`src/hw/rtl/sobel_edge_magnitude_defines.svh`:
```
// assertion macros for the sobel edge magnitude block
`ifndef SOBEL_EDGE_MAGNITUDE_DEFINES_SVH
`define SOBEL_EDGE_MAGNITUDE_DEFINES_SVH

`ifndef SYNTHESIS
`define SEM_ASSERT(lbl, prop, msg) \
  lbl: assert property (@(posedge clk_i) disable iff (!rst_ni) (prop)) else $error(msg);
`define SEM_ASSERT_NEXT(lbl, ante, cons, msg) \
  lbl: assert property (@(posedge clk_i) disable iff (!rst_ni) (ante) |=> (cons)) \
    else $error(msg);
`else
`define SEM_ASSERT(lbl, prop, msg)
`define SEM_ASSERT_NEXT(lbl, ante, cons, msg)
`endif

`endif

```
`src/hw/rtl/sem_pkg.sv`:
```
package sem_pkg;

  localparam int MAX_WIDTH  = 2048;
  localparam int MAX_HEIGHT = 4096;

  localparam int PIX_W   = 8;
  localparam int COL_W   = 11;
  localparam int ROW_W   = 12;
  localparam int CFG_W   = 13;
  localparam int CFG_IDX_W = 3;
  localparam int RAD_W   = 21;

  localparam logic [CFG_IDX_W-1:0] REG_IMAGE_WIDTH  = 3'd0;
  localparam logic [CFG_IDX_W-1:0] REG_IMAGE_HEIGHT = 3'd1;
  localparam logic [CFG_IDX_W-1:0] REG_ROI_LEFT     = 3'd2;
  localparam logic [CFG_IDX_W-1:0] REG_ROI_TOP      = 3'd3;
  localparam logic [CFG_IDX_W-1:0] REG_ROI_RIGHT    = 3'd4;
  localparam logic [CFG_IDX_W-1:0] REG_ROI_BOTTOM   = 3'd5;

  typedef struct packed {
    logic [PIX_W-1:0] pixel_in;
    logic             frame_start;
  } sem_in_t;

  typedef struct packed {
    logic [PIX_W-1:0] pixel_out;
    logic [COL_W-1:0] out_col;
    logic [ROW_W-1:0] out_row;
    logic             last_of_run;
  } sem_out_t;

  typedef logic [2:0][PIX_W-1:0] pix3_t;

  typedef struct packed {
    logic             start;
    logic [RAD_W-1:0] radicand;
  } sem_root_req_t;

endpackage

```
`src/hw/rtl/sem_isqrt.sv`:
```
module sem_isqrt (
  input  logic                  clk_i,
  input  logic                  rst_ni,
  input  sem_pkg::sem_root_req_t req_i,
  output logic                  done_o,
  output logic [7:0]            root_o
);
  import sem_pkg::*;

  logic        busy_q, busy_d;
  logic        done_q, done_d;
  logic [2:0]  step_q, step_d;
  logic [7:0]  root_q, root_d;
  logic [15:0] val_q, val_d;
  logic [7:0]  trial;
  logic [15:0] trial_sq;

  assign trial    = root_q | (8'd1 << step_q);
  assign trial_sq = trial * trial;

  always_comb begin
    busy_d = busy_q;
    done_d = 1'b0;
    step_d = step_q;
    root_d = root_q;
    val_d  = val_q;
    if (req_i.start) begin
      if (req_i.radicand[RAD_W-1:16] != '0) begin
        root_d = 8'd255;
        done_d = 1'b1;
      end else begin
        busy_d = 1'b1;
        step_d = 3'd7;
        root_d = '0;
        val_d  = req_i.radicand[15:0];
      end
    end else if (busy_q) begin
      if (trial_sq <= val_q) begin
        root_d = trial;
      end
      if (step_q == 3'd0) begin
        busy_d = 1'b0;
        done_d = 1'b1;
      end else begin
        step_d = step_q - 3'd1;
      end
    end
  end

  always_ff @(posedge clk_i or negedge rst_ni) begin
    if (!rst_ni) begin
      busy_q <= 1'b0;
      done_q <= 1'b0;
      step_q <= '0;
    end else begin
      busy_q <= busy_d;
      done_q <= done_d;
      step_q <= step_d;
    end
  end

  always_ff @(posedge clk_i) begin
    root_q <= root_d;
    val_q  <= val_d;
  end

  assign done_o = done_q;
  assign root_o = root_q;

endmodule

```
`config.mk`:
```
export PLATFORM = sky130hd
export DESIGN_NAME = sem_isqrt
export DESIGN_NICKNAME = d
export VERILOG_FILES = /design/src/hw/rtl/sobel_edge_magnitude_defines.svh /design/src/hw/rtl/sem_pkg.sv /design/src/hw/rtl/sem_isqrt.sv
export SDC_FILE = /design/constraint.sdc
export NUM_CORES = 1
export LEC_CHECK = 0
export BUFFER_PORTS_ARGS = -buffer_cell sky130_fd_sc_hd__buf_2
export CAP_MARGIN = 5
export CORE_ASPECT_RATIO = 1.4
export CORE_MARGIN = 8
export CORE_UTILIZATION = 55
export DETAILED_ROUTE_END_ITERATION = 12
export MAX_ROUTING_LAYER = met4
export PLACE_DENSITY_LB_ADDON = 0.12
export SLEW_MARGIN = 5
export SYNTH_ARGS = -nofsm -noshare
export SYNTH_HDL_FRONTEND = slang
export SYNTH_SLANG_ARGS = --single-unit
```
`constraint.sdc`:
```
create_clock -name clk_i -period 7.1 [get_ports clk_i]
set_clock_uncertainty 0.05 [all_clocks]
set_input_delay 1.42 -clock clk_i [delete_from_list [all_inputs] [get_ports clk_i]]
set_output_delay 1.42 -clock clk_i [all_outputs]
set_load 0.01 [all_outputs]
```
==> results of run 1 <==
## cell families (layout without fill, tap and decap cells)
kind of cell,count (synthesis),count (layout),synth area share (%)
buffers and inverters,73,114,8.95
AND/OR/NAND/NOR,89,89,13.8
AO/OA/AOI/OAI,55,55,11.7
XOR/XNOR,14,14,3.88
flip-flops,29,29,26.8
adder cells (fa/ha/maj),73,73,34.9
## registers in the layout, summed over array words and instances, names as in the netlist
| name | flops |
|---|---|
| done_o | 1 |
| busy_q | 1 |
| val_q | 16 |
| step_q | 3 |
| root_o | 8 |
## Yosys cell counts (all sizes together), types with 3 or more instances
cell,count
o21ai,8
dfrtp,5
nand2,15
inv,68
a21oi,30
ha,48
xor2,4
a211o,3
and3,3
nor2,34
xnor2,10
nand3,5
nor3,14
edfxtp,24
fa,25
clkbuf,3
a21o,3
## how the worst max path moves through the flow
stage | slack, ns | cells after the start | endpoint | from
after floorplan | 0.82 | 23 | root_o[0]$_DFFE_PP_ | step_q[0]$_DFFE_PN0P_
after global placement | 0.68 | 21 | root_o[4]$_DFFE_PP_ | step_q[0]$_DFFE_PN0P_
after detailed placement | 0.59 | 22 | root_o[1]$_DFFE_PP_ | step_q[1]$_DFFE_PN0P_
after CTS | 0.56 | 22 | root_o[6]$_DFFE_PP_ | step_q[1]$_DFFE_PN0P_
after global routing | 0.03 | 24 | root_o[3]$_DFFE_PP_ | step_q[1]$_DFFE_PN0P_
final | 0.54 | 21 | root_o[6]$_DFFE_PP_ | step_q[0]$_DFFE_PN0P_
## worst max-delay path: cells and delay by family, from the launching register on
kind / cells / cell delay [ns]
fa+ha+maj: 6 / 2.46
compound gates: 5 / 1.49
simple gates: 5 / 1.17
xor+xnor: 3 / 0.49
flops: 1 / 0.42
buf+inv: 2 / 0.15
## routing by layer
metal	up-vias	part of all wire [%]	track usage, %
li1	1195	-	-
met1	1170	44	21.4
met2	45	52	31.1
met3	12	2.0	1.70
met4	0	2.8	7.57
met5	-	0	-
## final cells by class
type                            instances  area (µm²)
Inverter                               68         255
Multi-Input combinational cell        231        2040
Sequential cell                        29         846
Clock inverter                          1        30.0
Clock buffer                            7        86.3
Timing Repair Buffer                   38         205
Fill cell                             476        1980
Tap cell                               68        85.1
## through the flow
stage | worst slack, ns | utilization (%) | cell area (µm²) | hold slack (ns)
finish | 0.538 | 64.1 | 3540 | 0.511
global route | 0.0296 | 64.1 | 3540 | 0.547
CTS | 0.560 | 64.1 | 3540 | 0.509
detailed placement | 0.593 | 62.0 | 3430 | 0.500
global placement | 0.684 | 62.0 | 3430 | 0.471
floorplan | 0.823 | - | 3160 | 0.447
==> results.rst, run 1 <==
.. list-table::
   :header-rows: 1

   * - Metric
     - Value
   * - Main area contributors after synthesis
     - sky130_fd_sc_hd__edfxtp_1, sky130_fd_sc_hd__ha_1, sky130_fd_sc_hd__fa_1
   * - NumNets Final
     - between 400 and 500
   * - Crit path largest cell delay
     - 0.57 ns
   * - Initial DRC count
     - roughly 130
   * - Maximum number of pins on one net before global-route repair
     - 30
   * - Number of placed instances, taps included
     - 434
   * - I/O pin total
     - 33
   * - Largest area contributor in the synthesized netlist
     - sky130_fd_sc_hd__edfxtp_1
   * - Signed area change from the synthesized netlist to the final layout
     - 12.2%
   * - Highest-count cells in the layout ignoring fill and taps
     - sky130_fd_sc_hd__inv_1, sky130_fd_sc_hd__ha_1, sky130_fd_sc_hd__nor2_1
   * - Launch point of the worst hold path
     - step_q[0]$_DFFE_PN0P_
   * - Max-slew violation count
     - 0
   * - Kind of start point of the critical path
     - register
   * - Capturing point of the worst reg2reg path
     - root_o[6]$_DFFE_PP_
   * - Post-CTS resize count
     - 0
   * - Clock tree from TritonCTS
     - yes
   * - Clock Latency Late Sink
     - 0.29 ns
   * - Hold Crit Depth
     - 1
   * - Hold Path Sink
     - step_q[0]$_DFFE_PN0P_
   * - Time the final worst path needs with I/O delays and setup
     - 6.56 ns
   * - Endpoint kind of the worst setup timing path
     - register
   * - Type of the worst setup path
     - register to register
   * - Most used flip-flop cell after synthesis
     - sky130_fd_sc_hd__edfxtp_1
   * - Vias in the first global route
     - 2620
   * - Avg Vias per Cell
     - between 5 and 6
   * - Seq/Total Area, Yosys
     - 26.8%
   * - PortBufs
     - 32
   * - Unique cell type count in the Yosys netlist
     - 46
   * - Layout cell share with drive strength beyond 1
     - between 10 and 15%
   * - Critical Path RT
     - around 7.0 ns
   * - Yosys top cell area share
     - a little under a quarter
   * - Yosys Warn Count
     - 0
   * - Initial standard-cell utilization of the core
     - 57.2%
   * - Average wire length per cell after detail routing
     - about 15 µm
   * - Gate count after technology mapping
     - about 330
   * - # Max-Cap Violations
     - 0
   * - Critical path arrival
     - 6.47 ns
   * - Number of vias in the routed layout
     - around 2400
   * - Cell depth of the worst flop-to-flop path
     - 21
   * - Count of antenna-violating nets left after detailed routing
     - 0
   * - CTS HTree Levels
     - 2
   * - Aggregate global routing overflow
     - 0
   * - Net Count, Synth
     - between 400 and 500
   * - Chip Width
     - 80.0 µm
   * - Wire length of the first global-routing pass
     - 12000 µm
   * - Leading cell type in the layout, fill and taps excluded
     - sky130_fd_sc_hd__inv_1
   * - Number of setup buffers added after CTS
     - 0
   * - CTS Buffer Depth
     - 2
   * - Final RePlAce weighted congestion
     - 0.932
   * - CORE AREA
     - between 5000 and 6000 µm²
   * - Clock edge transition at the registers on the reported setup and hold paths
     - 0.06 ns
   * - Run status
     - complete, no violations
   * - Number of detailed-routing iterations run before antenna repair
     - 4
   * - Rel. slew slack
     - 22.0%
   * - Final Cycle Share
     - 92.4%
   * - Setup repair after global routing missed its margin
     - no
   * - Die area
     - 8460 µm²
   * - Seq cells post-synth
     - 29
   * - Clk sinks
     - 29
   * - Root buffer cell
     - sky130_fd_sc_hd__clkbuf_8
   * - Critical Path Fanout Max
     - 8
   * - Post-DP HPWL
     - 5690 µm
   * - EDFF count, synth
     - 24
   * - Cells along the critical path
     - inv_1 > ha_1 > a21oi_1 > nor2_1 > fa_1 > xor2_1 > xnor2_1 > fa_1 > fa_1 > inv_1 > ha_1 > nand2_1 > nor3_1 > o21ai_0 > a311o_1 > xnor2_1 > ha_1 > nor2b_1 > o21ai_0 > nor4bb_1 > a211o_1
   * - Number of rows in the core area
     - 32
   * - Transition time of the tightest slew-check pin
     - 1.17 ns
   * - DRT Wirelength
     - around 6800 µm
   * - Synthesized cell area
     - 3160 µm²
   * - Number of non-filler instances in the completed layout
     - 442
   * - # diodes
     - 0
   * - Max Clock Freq
     - 0.152 GHz
   * - Die Y-Extent
     - between 100 and 150 µm
   * - Synthesized area per cell
     - 9.48 µm²
   * - Startpoint of the worst register-to-register path
     - step_q[0]$_DFFE_PN0P_
   * - Setup TNS
     - 0 ns
   * - Initial antenna violation count
     - 0
   * - Proportion of register bits with asynchronous set or reset after synthesis
     - roughly 17%
   * - Path class of the lowest-slack min-delay path
     - register to register
   * - Clock buffers created by TritonCTS
     - 5
   * - Final Hold Violating Endpoints
     - 0
   * - All-layer global routing usage
     - around 18%
   * - DRC violation count after routing
     - 0
   * - CP max-delay cell
     - sky130_fd_sc_hd__fa_1
   * - Final setup violation count
     - 0
   * - FF-to-FF setup slack
     - 0.54 ns
   * - CTS Hold Bufs
     - 0
Power of run 1 is not shown: default switching activity piles up to over one toggle a cycle in this logic, so the estimate is an artifact.
==> run 2, diff against run 1 <==
==> constraint.sdc (replaced) <==
create_clock -name clk_i -period 8.32 [get_ports clk_i]
set_clock_uncertainty 0.05 [all_clocks]
set_input_delay 1.664 -clock clk_i [delete_from_list [all_inputs] [get_ports clk_i]]
set_output_delay 1.664 -clock clk_i [all_outputs]
set_load 0.01 [all_outputs]
==> results.rst, run 2 (same netlist as run 1, synthesis figures left out) <==
.. list-table::
   :header-rows: 1

   * - Metric
     - Value
   * - Run status
     - complete, no violations
   * - Time the final worst path needs with I/O delays and setup
     - 6.69 ns (+0.131 ns)
   * - Clock buffers created by TritonCTS
     - 5 (unchanged)
   * - Worst setup path startpoint
     - step_q[2]$_DFFE_PN0P_
   * - CTS Buffer Depth
     - 2 (unchanged)
   * - Highest-count cells in the layout ignoring fill and taps
     - sky130_fd_sc_hd__inv_1, sky130_fd_sc_hd__ha_1, sky130_fd_sc_hd__nor2_1
   * - Cell depth of the worst flop-to-flop path
     - 21 (unchanged)
   * - Core utilization of the finished layout
     - 63.0% (-1.1 points)
   * - Clock Latency Late Sink
     - 0.28 ns (about the same)
   * - Layout cell share with drive strength beyond 1
     - 13.8% (-0.92 points)
   * - Path class of the lowest-slack min-delay path
     - register to register
   * - Startpoint of the worst register-to-register path
     - step_q[2]$_DFFE_PN0P_
   * - Number of vias in the routed layout
     - 2393 (-1.2%)
   * - # Max-Cap Violations
     - 0 (unchanged)
   * - Post-DP HPWL
     - 5340 µm (-6.0%)
   * - Transition time of the tightest slew-check pin
     - 1.16 ns (-0.0106 ns)
   * - Clock tree from TritonCTS
     - yes
   * - Setup repair after global routing missed its margin
     - no
   * - NumNets Final
     - 467 (-0.64%)
   * - Final RePlAce weighted congestion
     - 0.892 (-4.3%)
   * - Type of the worst setup path
     - register to register
   * - Max FFs per register
     - 16 (unchanged)
   * - Count of antenna-violating nets left after detailed routing
     - 0 (unchanged)
   * - Signed area change from the synthesized netlist to the final layout
     - 10.3%
   * - Wire length of the first global-routing pass
     - 11100 µm (-7.7%)
   * - Number of non-filler instances in the completed layout
     - 438 (-0.90%)
   * - Die Y-Extent
     - 106 µm (unchanged)
   * - Endpoint kind of the worst setup timing path
     - register
   * - Max Clock Freq
     - 0.149 GHz (-2.0%)
   * - Initial standard-cell utilization of the core
     - 57.2% (unchanged)
   * - Avg Vias per Cell
     - 5.46 (-0.30%)
   * - DRT Wirelength
     - 6350 µm (-7.1%)
   * - Die area
     - 8460 µm² (unchanged)
   * - CP max-delay cell
     - sky130_fd_sc_hd__dfrtp_1
   * - CTS HTree Levels
     - 2 (unchanged)
   * - Final Hold Violating Endpoints
     - 0 (unchanged)
   * - Crit path largest cell delay
     - 0.58 ns (about the same)
   * - DRC violation count after routing
     - 0 (unchanged)
   * - Root buffer cell
     - sky130_fd_sc_hd__clkbuf_8
   * - Rel. slew slack
     - 22.7% (+0.71 points)
   * - Average wire length per cell after detail routing
     - 14.5 µm (-6.3%)
   * - Number of detailed-routing iterations run before antenna repair
     - 4 (unchanged)
   * - Max-slew violation count
     - 0 (unchanged)
   * - Post-CTS resize count
     - 0 (unchanged)
   * - PortBufs
     - 32 (unchanged)
   * - Aggregate global routing overflow
     - 0 (unchanged)
   * - Setup slack at placement
     - 1.69 ns (+1.10 ns)
   * - Number of setup buffers added after CTS
     - 0 (unchanged)
   * - Capturing point of the worst reg2reg path
     - root_o[6]$_DFFE_PP_
   * - Critical path's most frequent cell
     - sky130_fd_sc_hd__inv_1
   * - FF-to-FF setup slack
     - 1.63 ns (+1.09 ns)
   * - CORE AREA
     - 5530 µm² (unchanged)
   * - Clk sinks
     - 29 (unchanged)
   * - Final Cycle Share
     - 80.4% (-12 points)
   * - I/O pin total
     - 33 (unchanged)
   * - Final worst setup slack
     - 1.63 ns (+1.09 ns)
   * - Number of rows in the core area
     - 32 (unchanged)
   * - Maximum number of pins on one net before global-route repair
     - 30 (unchanged)
   * - Launch point of the worst hold path
     - step_q[0]$_DFFE_PN0P_
   * - CTS Hold Bufs
     - 0 (unchanged)
   * - Cells along the critical path
     - inv_1 > a21oi_1 > inv_1 > nand2_1 > inv_1 > fa_1 > fa_1 > inv_1 > fa_1 > fa_1 > inv_1 > ha_1 > and4_1 > o21ai_0 > a311o_1 > xnor2_1 > ha_1 > nor2b_1 > o21ai_0 > nor4bb_1 > a211o_1
   * - Number of filler cells placed in the layout
     - 498 (+4.6%)
   * - End of the critical path
     - root_o[6]$_DFFE_PP_
   * - Clock edge transition at the registers on the reported setup and hold paths
     - 0.06 ns (about the same)
   * - Leading cell type in the layout, fill and taps excluded
     - sky130_fd_sc_hd__inv_1
   * - Initial antenna violation count
     - 0 (unchanged)
   * - Critical path arrival
     - 6.59 ns (+0.12 ns)
   * - All-layer global routing usage
     - 16.9% (-1.4 points)
   * - Final setup violation count
     - 0 (unchanged)
   * - Chip Width
     - 80.0 µm (unchanged)
   * - Critical Path Fanout Max
     - 9 (+1)
   * - Vias in the first global route
     - 2486 (-5.1%)
   * - Kind of start point of the critical path
     - register
   * - Number of placed instances, taps included
     - 431 (-0.69%)
   * - Register containing the most flip-flops in the final layout
     - val_q
   * - # diodes
     - 0 (unchanged)
   * - Initial DRC count
     - 100 (-25%)
   * - Setup TNS
     - 0 ns (unchanged)
   * - Critical Path RT
     - 8.22 ns (+1.22 ns)
[run 2: final cells by class]
class | count | area (µm²) | area share [%]
clock inverters | 1 | 5.00 | 0.144
flip-flops and latches | 29 | 846 | 24.3
multi-input cells | 231 | 2040 | 58.5
well taps | 68 | 85.1 | 2.44
repair buffers | 35 | 183 | 5.25
clock buffers | 6 | 72.6 | 2.08
inverters | 68 | 255 | 7.33
[run 2: how the worst min path moves through the flow]
stage | end | slack, ns | cells past startpoint
5_1_grt | step_q[0]$_DFFE_PN0P_ | 0.55 | 1
3_3_place_gp | step_q[0]$_DFFE_PN0P_ | 0.48 | 1
2_1_floorplan | step_q[0]$_DFFE_PN0P_ | 0.45 | 1
3_5_place_dp | step_q[0]$_DFFE_PN0P_ | 0.48 | 1
6_report | step_q[0]$_DFFE_PN0P_ | 0.49 | 1
4_1_cts | step_q[0]$_DFFE_PN0P_ | 0.49 | 1
[run 2: stage by stage]
stage / area (µm²) / hold slack [ns]
after global routing: 3480 / 0.546
after floorplan: 3160 / 0.447
after CTS: 3480 / 0.491
after detailed placement: 3400 / 0.485
final: 3480 / 0.489
after global placement: 3400 / 0.480
[run 2: routing by layer]
metal	track usage [%]	share of wire, %	vias to the layer above
met5	-	0	-
met4	7.31	2.7	0
met3	2.04	2.5	10
met2	28.2	50	48
met1	19.8	44	1147
li1	-	-	1188
[run 2: critical path: cells and delay by family (launching register included)]
family | cells | cell delay, ns
adders and majority gates | 6 | 2.67
AOI/OAI and AO/OA | 5 | 1.47
and+or+nand+nor | 4 | 0.83
buffers and inverters | 5 | 0.56
xor gates and xnor gates | 1 | 0.19
DFF | 1 | 0.58
Power of run 2 is left out for the same reason.
